--- src/hdl/jlt_pkg.sv ---
`default_nettype none

package jlt_pkg;

    // Record kinds on the result channel.
    localparam logic KIND_CONTENT = 1'b0;
    localparam logic KIND_END     = 1'b1;

    // Token classes.
    localparam logic [3:0] CLS_STRING  = 4'd0;
    localparam logic [3:0] CLS_NUMERIC = 4'd1;
    localparam logic [3:0] CLS_BOOLEAN = 4'd2;
    localparam logic [3:0] CLS_NULL    = 4'd3;
    localparam logic [3:0] CLS_LBRACE  = 4'd4;
    localparam logic [3:0] CLS_RBRACE  = 4'd5;
    localparam logic [3:0] CLS_LBRACK  = 4'd6;
    localparam logic [3:0] CLS_RBRACK  = 4'd7;
    localparam logic [3:0] CLS_COLON   = 4'd8;
    localparam logic [3:0] CLS_COMMA   = 4'd9;
    localparam logic [3:0] CLS_EMPTY   = 4'd10;

    // Characters with a meaning to the lexer.
    localparam logic [7:0] CH_NUL    = 8'h00;
    localparam logic [7:0] CH_QUOTE  = 8'h22;
    localparam logic [7:0] CH_LBRACE = 8'h7B;
    localparam logic [7:0] CH_RBRACE = 8'h7D;
    localparam logic [7:0] CH_LBRACK = 8'h5B;
    localparam logic [7:0] CH_RBRACK = 8'h5D;
    localparam logic [7:0] CH_COLON  = 8'h3A;
    localparam logic [7:0] CH_COMMA  = 8'h2C;

    // Keyword index in the candidate mask.
    localparam logic [1:0] KW_TRUE  = 2'd0;
    localparam logic [1:0] KW_FALSE = 2'd1;
    localparam logic [1:0] KW_NULL  = 2'd2;
    localparam int         NUM_KW   = 3;

    // One result record, length carried separately (its width follows the limit).
    typedef struct packed {
        logic       kind;
        logic [7:0] content_byte;
        logic [3:0] token_class;
        logic       overflow;
        logic       last;
    } res_t;

    // Punctuation class, CLS_STRING when the byte is not punctuation.
    function automatic logic [3:0] punct_class(input logic [7:0] b);
        logic [3:0] c;
        c = CLS_STRING;
        unique case (b)
            CH_LBRACE: c = CLS_LBRACE;
            CH_RBRACE: c = CLS_RBRACE;
            CH_LBRACK: c = CLS_LBRACK;
            CH_RBRACK: c = CLS_RBRACK;
            CH_COLON:  c = CLS_COLON;
            CH_COMMA:  c = CLS_COMMA;
            default:   c = CLS_STRING;
        endcase
        return c;
    endfunction

    function automatic logic is_digit(input logic [7:0] b);
        return (b >= 8'h30) && (b <= 8'h39);
    endfunction

    function automatic logic is_alnum(input logic [7:0] b);
        return is_digit(b) || ((b >= 8'h41) && (b <= 8'h5A)) ||
               ((b >= 8'h61) && (b <= 8'h7A));
    endfunction

    function automatic logic [3:0] kw_len(input logic [1:0] k);
        logic [3:0] l;
        l = 4'd0;
        unique case (k)
            KW_TRUE:  l = 4'd4;
            KW_FALSE: l = 4'd5;
            KW_NULL:  l = 4'd4;
            default:  l = 4'd0;
        endcase
        return l;
    endfunction

    // Character at position pos of keyword k.
    function automatic logic [7:0] kw_char(input logic [1:0] k, input logic [2:0] pos);
        logic [39:0] txt;
        logic [7:0]  c;
        txt = '0;
        unique case (k)
            KW_TRUE:  txt = {8'h74, 8'h72, 8'h75, 8'h65, 8'h00};
            KW_FALSE: txt = {8'h66, 8'h61, 8'h6C, 8'h73, 8'h65};
            KW_NULL:  txt = {8'h6E, 8'h75, 8'h6C, 8'h6C, 8'h00};
            default:  txt = '0;
        endcase
        c = 8'h00;
        case (pos)
            3'd0:    c = txt[39:32];
            3'd1:    c = txt[31:24];
            3'd2:    c = txt[23:16];
            3'd3:    c = txt[15:8];
            3'd4:    c = txt[7:0];
            default: c = 8'h00;
        endcase
        return c;
    endfunction

endpackage

`default_nettype wire

--- src/hdl/json_lite_tokenizer.sv ---
`default_nettype none

// Simplified JSON lexer, one byte per input transaction. Each byte yields zero
// to three result transactions: content records (kind 0) for every byte kept in
// the current token, and an end record (kind 1) with class, length and overflow
// flag when a token closes; "last" marks the final record of a byte. The lexer
// state and all records of a byte are worked out combinationally and written
// into a four-entry result queue, so a byte enters every cycle as long as the
// output side keeps up; the block stalls input only while more than one queued
// record is still waiting. Sustained throughput is therefore set by the result
// records: one byte per cycle for bytes that give at most one record, while a
// byte that closes a word and forms a punctuation token stalls the next byte.
// Tokens keep at most MAX_TOKEN_LEN bytes; token_len is sized to hold that limit.
module json_lite_tokenizer import jlt_pkg::*; #(
    parameter int MAX_TOKEN_LEN = 256
) (
    input  wire logic                                 clk,
    input  wire logic                                 rst_n,
    // input channel
    input  wire logic                                 in_valid,
    output logic                                      in_stall,
    input  wire logic [7:0]                           char_in,
    // result channel
    output logic                                      out_valid,
    input  wire logic                                 out_stall,
    output logic                                      kind,
    output logic [7:0]                                content_byte,
    output logic [3:0]                                token_class,
    output logic [$clog2(MAX_TOKEN_LEN+1)-1:0]        token_len,
    output logic                                      overflow,
    output logic                                      last
);

    localparam int LW = $clog2(MAX_TOKEN_LEN + 1);
    localparam int RW = $bits(res_t) + LW;

    logic          in_accept;
    logic          pop;
    logic [1:0]    push_cnt;
    res_t          res [3];
    logic [LW-1:0] res_len [3];
    logic [RW-1:0] push_data [3];
    logic [RW-1:0] head;
    logic [2:0]    count;
    logic [2:0]    count_after_pop;
    res_t          head_res;

    // Queue occupancy once this cycle's pop is done; a byte can add up to three.
    assign count_after_pop = count - {2'b00, pop};
    assign in_stall        = (count_after_pop > 3'd1);
    assign in_accept       = in_valid && !in_stall;

    jlt_lexer #(
        .MAX_TOKEN_LEN (MAX_TOKEN_LEN)
    ) u_lexer (
        .clk      (clk),
        .rst_n    (rst_n),
        .accept   (in_accept),
        .char_in  (char_in),
        .push_cnt (push_cnt),
        .res      (res),
        .res_len  (res_len)
    );

    always_comb
    begin
        for (int i = 0; i < 3; i++)
        begin
            push_data[i] = {res[i], res_len[i]};
        end
    end

    jlt_res_fifo #(
        .WIDTH (RW)
    ) u_res_fifo (
        .clk       (clk),
        .rst_n     (rst_n),
        .push_cnt  (push_cnt),
        .push_data (push_data),
        .pop       (pop),
        .head      (head),
        .count     (count)
    );

    assign out_valid    = (count != 3'd0);
    assign pop          = out_valid && !out_stall;
    assign head_res     = head[RW-1:LW];
    assign token_len    = head[LW-1:0];
    assign kind         = head_res.kind;
    assign content_byte = head_res.content_byte;
    assign token_class  = head_res.token_class;
    assign overflow     = head_res.overflow;
    assign last         = head_res.last;

    // Queue never holds more than its four entries.
    a_queue_bound: assert property (@(posedge clk) disable iff (!rst_n)
        count <= 3'd4)
        else $error("result queue over capacity");

    // Input is held back only while results are pending.
    a_stall_cause: assert property (@(posedge clk) disable iff (!rst_n)
        in_stall |-> out_valid)
        else $error("input stalled with empty result queue");

    // A record without last is followed by more records of the same byte.
    a_last_follow: assert property (@(posedge clk) disable iff (!rst_n)
        (out_valid && !out_stall && !last) |=> out_valid)
        else $error("records of a byte ended without last");

    // End records never report more than the length limit.
    a_len_limit: assert property (@(posedge clk) disable iff (!rst_n)
        (out_valid && (kind == KIND_END)) |-> (token_len <= LW'(MAX_TOKEN_LEN)))
        else $error("token length above limit");

endmodule

`default_nettype wire

--- src/hdl/jlt_res_fifo.sv ---
`default_nettype none

// Four-entry result queue, up to three writes and one read per cycle.
module jlt_res_fifo #(
    parameter int WIDTH = 16
) (
    input  wire logic             clk,
    input  wire logic             rst_n,
    input  wire logic [1:0]       push_cnt,
    input  wire logic [WIDTH-1:0] push_data [3],
    input  wire logic             pop,
    output logic [WIDTH-1:0]      head,
    output logic [2:0]            count
);

    localparam int DEPTH = 4;
    localparam int SLOTS = 3;

    logic [WIDTH-1:0] mem_reg [DEPTH];
    logic [1:0]       wr_ptr_reg, wr_ptr_next;
    logic [1:0]       rd_ptr_reg, rd_ptr_next;
    logic [2:0]       count_reg, count_next;

    always_comb
    begin
        wr_ptr_next = wr_ptr_reg + push_cnt;
        rd_ptr_next = rd_ptr_reg + {1'b0, pop};
        count_next  = count_reg + {1'b0, push_cnt} - {2'b00, pop};
    end

    always_ff @(posedge clk or negedge rst_n)
    begin
        if (!rst_n)
        begin
            wr_ptr_reg <= '0;
            rd_ptr_reg <= '0;
            count_reg  <= '0;
        end
        else
        begin
            wr_ptr_reg <= wr_ptr_next;
            rd_ptr_reg <= rd_ptr_next;
            count_reg  <= count_next;
        end
    end

    always_ff @(posedge clk)
    begin
        for (int i = 0; i < SLOTS; i++)
        begin
            if (2'(i) < push_cnt)
            begin
                mem_reg[wr_ptr_reg + 2'(i)] <= push_data[i];
            end
        end
    end

    assign head  = mem_reg[rd_ptr_reg];
    assign count = count_reg;

endmodule

`default_nettype wire

--- src/hdl/jlt_lexer.sv ---
`default_nettype none

// Lexer state and the result records of one byte, in one pass.
module jlt_lexer import jlt_pkg::*; #(
    parameter int MAX_TOKEN_LEN = 256
) (
    input  wire logic                                   clk,
    input  wire logic                                   rst_n,
    input  wire logic                                   accept,
    input  wire logic [7:0]                             char_in,
    output logic [1:0]                                  push_cnt,
    output res_t                                        res [3],
    output logic [$clog2(MAX_TOKEN_LEN+1)-1:0]          res_len [3]
);

    localparam int LW = $clog2(MAX_TOKEN_LEN + 1);

    typedef struct packed {
        logic [LW-1:0] plen;
        logic          alld;
        logic [2:0]    cand;
        logic          trunc;
    } tok_t;

    localparam tok_t TOK_CLEAN = '{plen: '0, alld: 1'b1, cand: 3'b111, trunc: 1'b0};

    tok_t tok_reg, tok_next;
    logic inq_reg, inq_next;
    logic qjo_reg, qjo_next;

    function automatic tok_t do_append(input tok_t s, input logic [7:0] b, output logic emit);
        tok_t t;
        t = s;
        emit = 1'b0;
        if (s.plen >= LW'(MAX_TOKEN_LEN))
        begin
            t.trunc = 1'b1;
        end
        else
        begin
            if (!is_digit(b))
            begin
                t.alld = 1'b0;
            end
            for (int k = 0; k < NUM_KW; k++)
            begin
                if (s.cand[k] && ((s.plen >= LW'(kw_len(2'(k)))) ||
                                  (kw_char(2'(k), s.plen[2:0]) != b)))
                begin
                    t.cand[k] = 1'b0;
                end
            end
            t.plen = s.plen + LW'(1);
            emit   = 1'b1;
        end
        return t;
    endfunction

    function automatic logic [3:0] fin_class(input tok_t s, input logic [3:0] cls);
        logic [3:0] c;
        c = cls;
        if ((s.plen != '0) && s.alld)
        begin
            c = CLS_NUMERIC;
        end
        else if ((s.cand[KW_TRUE] && (s.plen == LW'(4))) ||
                 (s.cand[KW_FALSE] && (s.plen == LW'(5))))
        begin
            c = CLS_BOOLEAN;
        end
        else if (s.cand[KW_NULL] && (s.plen == LW'(4)))
        begin
            c = CLS_NULL;
        end
        return c;
    endfunction

    always_comb
    begin
        tok_t       s;
        logic [1:0] n;
        logic [3:0] pc;
        logic       emit;
        logic [7:0] ab;
        logic       do_fin;
        logic [3:0] fcls;

        s        = tok_reg;
        n        = '0;
        pc       = punct_class(char_in);
        emit     = 1'b0;
        ab       = char_in;
        do_fin   = 1'b0;
        fcls     = CLS_STRING;
        inq_next = inq_reg;
        qjo_next = qjo_reg;
        for (int i = 0; i < 3; i++)
        begin
            res[i]     = '0;
            res_len[i] = '0;
        end

        if (inq_reg)
        begin
            if (char_in == CH_QUOTE)
            begin
                if (qjo_reg)
                begin
                    // empty string: two quote bytes, forced end record
                    s = do_append(s, CH_QUOTE, emit);
                    if (emit)
                    begin
                        res[n].kind         = KIND_CONTENT;
                        res[n].content_byte = CH_QUOTE;
                        n = n + 2'd1;
                    end
                    s = do_append(s, CH_QUOTE, emit);
                    if (emit)
                    begin
                        res[n].kind         = KIND_CONTENT;
                        res[n].content_byte = CH_QUOTE;
                        n = n + 2'd1;
                    end
                    do_fin = 1'b1;
                    fcls   = CLS_EMPTY;
                end
                else
                begin
                    do_fin = (s.plen != '0);
                    fcls   = CLS_STRING;
                end
                inq_next = 1'b0;
                qjo_next = 1'b0;
            end
            else
            begin
                s = do_append(s, char_in, emit);
                if (emit)
                begin
                    res[n].kind         = KIND_CONTENT;
                    res[n].content_byte = char_in;
                    n = n + 2'd1;
                end
                qjo_next = 1'b0;
            end
        end
        else if (pc != CLS_STRING)
        begin
            // close the pending word, then the one-byte punctuation token
            if (s.plen != '0)
            begin
                res[n].kind        = KIND_END;
                res[n].token_class = fin_class(s, CLS_STRING);
                res[n].overflow    = s.trunc;
                res_len[n]         = s.plen;
                n = n + 2'd1;
                s = TOK_CLEAN;
            end
            s = do_append(s, ab, emit);
            if (emit)
            begin
                res[n].kind         = KIND_CONTENT;
                res[n].content_byte = ab;
                n = n + 2'd1;
            end
            do_fin = (s.plen != '0);
            fcls   = pc;
        end
        else if (is_alnum(char_in))
        begin
            s = do_append(s, char_in, emit);
            if (emit)
            begin
                res[n].kind         = KIND_CONTENT;
                res[n].content_byte = char_in;
                n = n + 2'd1;
            end
        end
        else if (char_in == CH_NUL)
        begin
            do_fin   = (s.plen != '0);
            fcls     = CLS_STRING;
            qjo_next = 1'b0;
        end
        else if (char_in == CH_QUOTE)
        begin
            inq_next = 1'b1;
            qjo_next = 1'b1;
        end

        if (do_fin)
        begin
            res[n].kind        = KIND_END;
            res[n].token_class = fin_class(s, fcls);
            res[n].overflow    = s.trunc;
            res_len[n]         = s.plen;
            n = n + 2'd1;
            s = TOK_CLEAN;
        end
        if ((char_in == CH_NUL) && !inq_reg)
        begin
            s = TOK_CLEAN;
        end

        if (n != '0)
        begin
            res[n - 2'd1].last = 1'b1;
        end

        tok_next = s;
        push_cnt = accept ? n : 2'd0;
    end

    always_ff @(posedge clk or negedge rst_n)
    begin
        if (!rst_n)
        begin
            tok_reg <= TOK_CLEAN;
            inq_reg <= 1'b0;
            qjo_reg <= 1'b0;
        end
        else if (accept)
        begin
            tok_reg <= tok_next;
            inq_reg <= inq_next;
            qjo_reg <= qjo_next;
        end
    end

endmodule

`default_nettype wire
--- config.mk ---
export PLATFORM = sky130hd
export DESIGN_NAME = json_lite_tokenizer
export DESIGN_NICKNAME = d
export VERILOG_FILES = /design/src/hdl/jlt_pkg.sv /design/src/hdl/json_lite_tokenizer.sv /design/src/hdl/jlt_res_fifo.sv /design/src/hdl/jlt_lexer.sv
export SDC_FILE = /design/constraint.sdc
export NUM_CORES = 1
export LEC_CHECK = 0
export ABC_AREA = 1
export BUFFER_PORTS_ARGS = -buffer_cell sky130_fd_sc_hd__buf_4
export CAP_MARGIN = 20
export CORE_UTILIZATION = 45
export CTS_BUF_LIST = sky130_fd_sc_hd__clkbuf_4 sky130_fd_sc_hd__clkbuf_8 sky130_fd_sc_hd__clkbuf_16
export DETAILED_ROUTE_END_ITERATION = 12
export PLACE_DENSITY = 0.64
export SLEW_MARGIN = 20
export SYNTH_ARGS = -nofsm -noshare
export SYNTH_HDL_FRONTEND = slang
export SYNTH_SLANG_ARGS = --single-unit
--- constraint.sdc ---
create_clock -name clk -period 11.6 [get_ports clk]
set_clock_uncertainty 0.15 [all_clocks]
set_input_delay 1.16 -clock clk [delete_from_list [all_inputs] [get_ports clk]]
set_output_delay 1.16 -clock clk [all_outputs]
set_load 0.05 [all_outputs]
==> impl_results.md, run 1 <==
* Synth top area share at 0.348
* Largest net degree at the start of global routing at 51
* Max Freq at 187 MHz
* Via-to-Cell Ratio at 5.75
* # H-tree levels at 4
* Layout cells sized above 1 at 0.136
* Asr flop ratio synth at 0.193
* Die outline width at 138 um
* Synth Instances at between 1000 and 1500
* Syn Std Cell Area at 8300 um2
* Post-synth EDFFs at 96
* CTS Buf Count at 17
* Worst hold path class: reg -> reg
* Startpoint Class: input pin
* Tcrit/Tclk final at 0.461
* CP max FO at 22
* Slowest stage cell, crit path: nand2_1
* FP Rows at 49
* Routed WL at 25500 um
* Main synth FF type: edfxtp_1
* Reg clk slew, reported paths at 60 ps
* CTS Sinks at about 120
* Cell mode on critical path: nand2_1
* RSZ-0062 raised after global routing: false
* Initial core utilization at 0.460
* Root Buffer Master: clkbuf_16
* Max reg flops at 96
* Vias in the first global route at ~7200
* Final Util at 0.516
* Register bit total from synthesis at 119
* Top-count cell post-synth: nand2_1
* Die area at 19000 um2
* Relative slew slack at 0.493
* CP cell instances: buf_4 -> inv_1 -> nand2_1 -> nor2_1 -> nand2_1 -> nand2_4 -> nand2_2 -> inv_2 -> nand2_1 -> nand2_1 -> inv_1 -> ha_1 -> o21ai_4 -> nand2_4 -> nor2_4 -> nand2_2 -> nand2_2 -> inv_2 -> nand2_1 -> buf_8
* Drt drc at 0
* Critical path endpoint category: flip-flop
* Distinct cells, synth at between 40 and 50
* Critical path's largest stage delay at 480 ps
* Buffers & Inverters on Critical Path at 6
* Number of hold violations in the final report at 0
* Via count at between 7000 and 8000
* Antenna violations before repair at 0
* CP required at 11560 ps
* Clock power frac at 0.233
* Cell family with most CP delay: simple AND/OR/NAND/NOR gates
* Leak at 3.95 nW
* Top cells by instance count after synthesis: 256 x nand2_1, 130 x o21ai_0, 129 x nor2_1
* Tot Pwr at 0.00224 W
* DR pass1 iterations at 7
* Number of diodes at 0
* Design area at 9310 um2
* P_sw at 0.00108 W
* Top cells by area, synth: edfxtp_1 35%, nand2_1 12%, o21ai_0 7.8%
* Maximum vdd ir drop at between 0.00015 and 0.0002 V
* Post-CTS setup buffers at 0
* Internal power at 0.00116 W
* Seq/Total Area, Yosys at 0.417
* GPL Wtd Cong at 0.961
* Worst-Skew Late Latency at a little over 400 ps
* GRT Overall Usage at 0.287
* Sw frac at 0.482
* Post-synth top area cell: edfxtp_1
* Total of max-cap violations at 0
* Final setup vio count at 0
* Clk buf depth at 2
* PwrDens at 241 nW/um2
* Routed Antenna Nets at 0
* Period minus WS final at 5350 ps
* Syn Area/Cell at 7.67 um2
* Wire length per cell at 19.0 um
* Status: finished clean
* CTS tree: done
* First-pass GRT wire length at 40900 um
* Logic pwr share at 0.508
* Final Net Count at 1141
* CTS Hold Bufs at 0
* Setup TNS at 0 ps
* Die Span Y at 138 um
* Hpwl dp at approximately 18000 um
* Yosys warns at 0
* Register share of total power at 0.259
* IO Pins at 38
* Fillers at between 1500 and 2000
* R2r setup slk at 6360 ps
* Global route overflow at 0
* PortBufs at 37
* Slew Viols, Final at 0
* CP Class: in -> reg
* Violation count after the first detailed-routing iteration at 695
* Arr. time, crit path at 5310 ps
* Core area at 18000 um2
* Placed cell area at 8720 um2
* Layout area overhead at 12.2%
* Slew @ Worst Pin at about 760 ps
* Resize count post-CTS at 0
[cell families after synthesis]
logic type               synth area share
adder cells (fa/ha/maj)            0.0371
XOR/XNOR                           0.0139
AO/OA/AOI/OAI                       0.174
other                            0.000452
buffers and inverters              0.0793
AND/OR/NAND/NOR                     0.278
flip-flops                          0.417
[final cells by class]
type,instances,area [um2],share of cell area
clock buffers,20,478,0.0514
flip-flops and latches,119,3460,0.372
clock inverters,12,110,0.0118
inverters,117,443,0.0476
well taps,229,287,0.0308
multi-input cells,806,4190,0.450
repair buffers,44,338,0.0363
[layer usage]
| layer | vias to the layer above | GRT usage | share of wire | wire, um |
|---|---|---|---|---|
| met2 | 277 | 0.456 | 0.46 | 11800 |
| met3 | 46 | 0.0390 | 0.051 | 1310 |
| met4 | 0 | 0.0918 | 0.024 | 618 |
| li1 | 3731 | - | - | - |
| met5 | - | 0 | 0 | 0 |
| met1 | 3685 | 0.402 | 0.46 | 11900 |
[final timing paths]
| kind | cells after the start | start | to |
|---|---|---|---|
| max in group asynchronous | 1 | rst_n | u_lexer.tok_reg[3] |
| min in group asynchronous | 1 | rst_n | u_res_fifo.rd_ptr_reg[0] |
| hold / removal | 1 | u_res_fifo.count[2] | u_res_fifo.count[2] |
| setup / recovery | 20 | char_in[7] | u_res_fifo.mem_reg[3][10] |
| hold reg to reg | 1 | u_res_fifo.count[2] | u_res_fifo.count[2] |
| setup reg to reg | 22 | u_lexer.tok_reg[5] | u_res_fifo.mem_reg[3][10] |
[through the flow]
stage	worst slack (ps)	cells	hold slack (ps)
global route	5970	1347	353
floorplan	6770	1084	292
finish	6250	1347	317
CTS	6060	1347	323
detailed placement	5680	1315	314
global placement	5810	1314	307
[power by group through the flow]
| stage | combinational, W | clock, W | sequential, W |
|---|---|---|---|
| after floorplan | 0.000830 | 0 | 0.000562 |
| after global placement | 0.00113 | 0 | 0.000587 |
| after detailed placement | 0.00113 | 0 | 0.000586 |
| after CTS | 0.00114 | 0.000526 | 0.000579 |
| after global routing | 0.00125 | 0.000543 | 0.000586 |
| final | 0.00114 | 0.000523 | 0.000581 |
[layout by cell type, fill, tap and decap left out, types with 3 or more instances in the layout]
cell | synthesis | final
a21oi_1 | 21 | 21
o21ai_0 | 130 | 130
o21ai_2 | 8 | 8
dfstp_2 | 4 | 4
nor2_1 | 129 | 129
clkbuf_16 | 0 | 18
nor3_1 | 7 | 7
inv_4 | 1 | 6
inv_1 | 94 | 94
nor2_2 | 6 | 6
edfxtp_1 | 96 | 96
nor2_8 | 3 | 3
nand2_4 | 4 | 4
nand3_4 | 3 | 3
nand3b_1 | 4 | 4
o21ai_1 | 6 | 6
nor2_4 | 6 | 6
a22oi_1 | 5 | 5
conb_1 | 1 | 4
ha_1 | 23 | 23
nand2_1 | 256 | 255
nand4_1 | 15 | 15
inv_2 | 18 | 18
o22ai_1 | 68 | 68
nand3_1 | 62 | 62
o31ai_1 | 4 | 4
nand2_2 | 15 | 16
xnor2_1 | 3 | 3
buf_4 | 4 | 43
clkinv_4 | 0 | 3
clkinv_1 | 3 | 3
dfrtp_1 | 19 | 19
xor2_1 | 7 | 7
(Power assumes the default switching activity.)
==> run 2, diff against run 1 <==
--- a/config.mk
+++ b/config.mk
@@ -11,7 +11,7 @@
 export CORE_UTILIZATION = 45
 export CTS_BUF_LIST = sky130_fd_sc_hd__clkbuf_4 sky130_fd_sc_hd__clkbuf_8 sky130_fd_sc_hd__clkbuf_16
 export DETAILED_ROUTE_END_ITERATION = 12
-export PLACE_DENSITY = 0.64
+export PLACE_DENSITY = 0.67
 export SLEW_MARGIN = 20
 export SYNTH_ARGS = -nofsm -noshare
 export SYNTH_HDL_FRONTEND = slang
==> constraint.sdc (replaced) <==
create_clock -name clk -period 4.6 [get_ports clk]
set_clock_uncertainty 0.15 [all_clocks]
set_input_delay 0.46 -clock clk [delete_from_list [all_inputs] [get_ports clk]]
set_output_delay 0.46 -clock clk [all_outputs]
set_load 0.05 [all_outputs]
==> run 2 against run 1 <==
Net effect:
- sequential cell count stayed put
- final cell count rose by 1.6%
- cell area up 2.0%
- global-route usage is 1.3 points lower
- routed wire length down 3.3%
- clock-buffer cell count fell by 3
- via count is 0.96% higher
- sequential power grew to 2.5 times the previous value
- critical path type is now reg -> reg
- largest cell class unchanged
- largest power group unchanged
==> impl_results.md, run 2 (synthesis gave the netlist of run 1 again) <==
* Status: finished clean
* Antenna violations before repair at 0 (unchanged)
* Final Net Count at 1163 (+1.9%)
* Via count at 7813 (+0.96%)
* Relative slew slack at 0.367 (-0.125)
* Die Span Y at 138 um (unchanged)
* CTS tree: done
* GRT Overall Usage at 0.274 (-0.0125)
* Max reg flops at 96 (unchanged)
* CTS Sinks at 119 (unchanged)
* Layout area overhead at 14.4%
* Core area at 18000 um2 (unchanged)
* Worst hold path class: in -> reg
* Fillers at 1723 (-3.3%)
* Worst-Skew Late Latency at 420 ps (about the same)
* Routed WL at 24700 um (-3.3%)
* IO Pins at 38 (unchanged)
* Layout cells sized above 1 at 0.154 (+0.0176)
* Vias in the first global route at 7129 (-1.3%)
* Pre-CTS WS at 230 ps (-5450 ps)
* Leak at 4.04 nW (+2.2%)
* Die outline width at 138 um (unchanged)
* Number of hold violations in the final report at 0 (unchanged)
* FP Rows at 49 (unchanged)
* GPL Wtd Cong at 1.01 (+4.7%)
* Period minus WS final at 4230 ps
* Tot Pwr at 0.00565 W (+150%)
* Tcrit/Tclk final at 0.920
* CP required at 4790 ps (-6770 ps)
* Violation count after the first detailed-routing iteration at 987 (+42%)
* Via-to-Cell Ratio at 5.71 (-0.67%)
* First-pass GRT wire length at 38800 um (-5.1%)
* Critical path endpoint category: flip-flop
* Commonest non-fill, non-tap cells in the layout: 256 x nand2_1, 130 x o21ai_0, 127 x nor2_1
* Largest net degree at the start of global routing at 50 (-2.0%)
* Wire length per cell at 18.0 um (-4.9%)
* Final worst slack at 368 ps (-5880 ps)
* Arr. time, crit path at 4420 ps (-890 ps)
* # H-tree levels at 4 (unchanged)
* Reg clk slew, reported paths at 60 ps (about the same)
* Hpwl dp at 17800 um (-3.4%)
* Slew Viols, Final at 0 (unchanged)
* CTS Buf Count at 17 (unchanged)
* Startpoint Class: flip-flop
* Routed Antenna Nets at 0 (unchanged)
* Global route overflow at 0 (unchanged)
* Initial core utilization at 0.460 (unchanged)
* Root Buffer Master: clkbuf_16
* Smallest hold slack at 306 ps (-11.3 ps)
* Clk buf depth at 2 (unchanged)
* Die area at 19000 um2 (unchanged)
* Most common cell after layout, fill and taps aside: nand2_1
* PwrDens at 595 nW/um2 (+150%)
* RSZ-0062 raised after global routing: false
* Max Freq at ~240 MHz
* Slew @ Worst Pin at 948 ps (+188 ps)
* Final Non-Filler Cells at 1369 (+1.6%)
* CP Class: reg -> reg
* Maximum vdd ir drop at 0.000375 V (+130%)
* PortBufs at 37 (unchanged)
* Total of max-cap violations at 0 (unchanged)
* Dpl cells at 1336 (+1.6%)
* Setup TNS at 0 ps (unchanged)
* Post-CTS setup buffers at 0 (unchanged)
* Drt drc at 0 (unchanged)
* Number of diodes at 0 (unchanged)
* CP max FO at 8 (-64%)
* Final setup vio count at 0 (unchanged)
* DR pass1 iterations at 5 (-2)
[run 2: cell count changes in the layout (fill, tap and decap cells not counted), sizes merged]
| cell | previous run | this run |
|---|---|---|
| buf | 44 | 65 |
| bufinv | 1 | 2 |
| clkbuf | 20 | 17 |
| clkinv | 8 | 10 |
| clkinvlp | 0 | 4 |
| dlygate4sd3 | 0 | 1 |
| inv | 120 | 116 |
[run 2: metal layers]
metal  share of wire  wire (um)  vias to the layer above  global-route usage
li1                -          -                     3778                   -
met1            0.45      11000                     3612               0.383
met2            0.45      11200                      379               0.418
met3           0.077       1910                       44              0.0548
met4           0.024        584                        0               0.103
met5               0          0                        -                   0
[run 2: layout make-up]
type	count	area, um2	share of cell area
Inverter	117	443	0.0467
Sequential cell	119	3460	0.365
Clock buffer	17	425	0.0448
Multi-Input combinational cell	806	4200	0.442
Timing Repair Buffer	66	523	0.0551
Tap cell	229	287	0.0302
Clock inverter	15	151	0.0159
[run 2: path summary, 6_finish.rpt]
check / cells after the start / start / slack (ps) / end
setup reg to reg: 20 / u_lexer.tok_reg[6] / 370 / u_res_fifo.count[2]
hold / removal: 3 / out_stall / 310 / u_res_fifo.rd_ptr_reg[0]
setup / recovery: 20 / u_lexer.tok_reg[6] / 370 / u_res_fifo.count[2]
hold reg to reg: 1 / u_res_fifo.count[2] / 330 / u_res_fifo.count[2]
max in group asynchronous: 2 / rst_n / 3630 / u_lexer.tok_reg[2]
min in group asynchronous: 2 / rst_n / 350 / u_lexer.tok_reg[11]
[run 2: worst max-delay path: stages (launching register included)]
cell,delay (ps)
dfrtp_1,470
inv_2,170
ha_1,200
inv_1,80
nor3_2,240
nand3_1,210
nor2_2,190
inv_1,100
ha_1,320
nor2_1,110
nand2_1,70
nor2_2,150
o21ai_2,90
nand2_4,120
nand2_1,100
o21ai_4,150
nand2_4,120
ha_1,320
fa_1,440
xnor2_1,190
xor2_1,170
[run 2: what timing repair did]
action                                  4_1_cts  5_1_grt
endpoints found under the setup margin        0      135
gates resized for setup                       0        5
hold endpoints to repair                     19        0
hold buffers                                  1        0
[run 2: through the flow]
step | cell area (um2) | utilization
after CTS | 9480 | 0.526
after global placement | 8890 | 0.493
final | 9490 | 0.527
after global routing | 9490 | 0.527
after floorplan | 8310 | -
after detailed placement | 8890 | 0.493
[run 2: where the power goes]
group	internal (W)	leakage [nW]	switching, W	total, W
Clock	0.000796	0.271	0.000507	0.00130
Combinational	0.000840	2.59	0.00204	0.00288
Sequential	0.00133	1.17	0.000143	0.00147
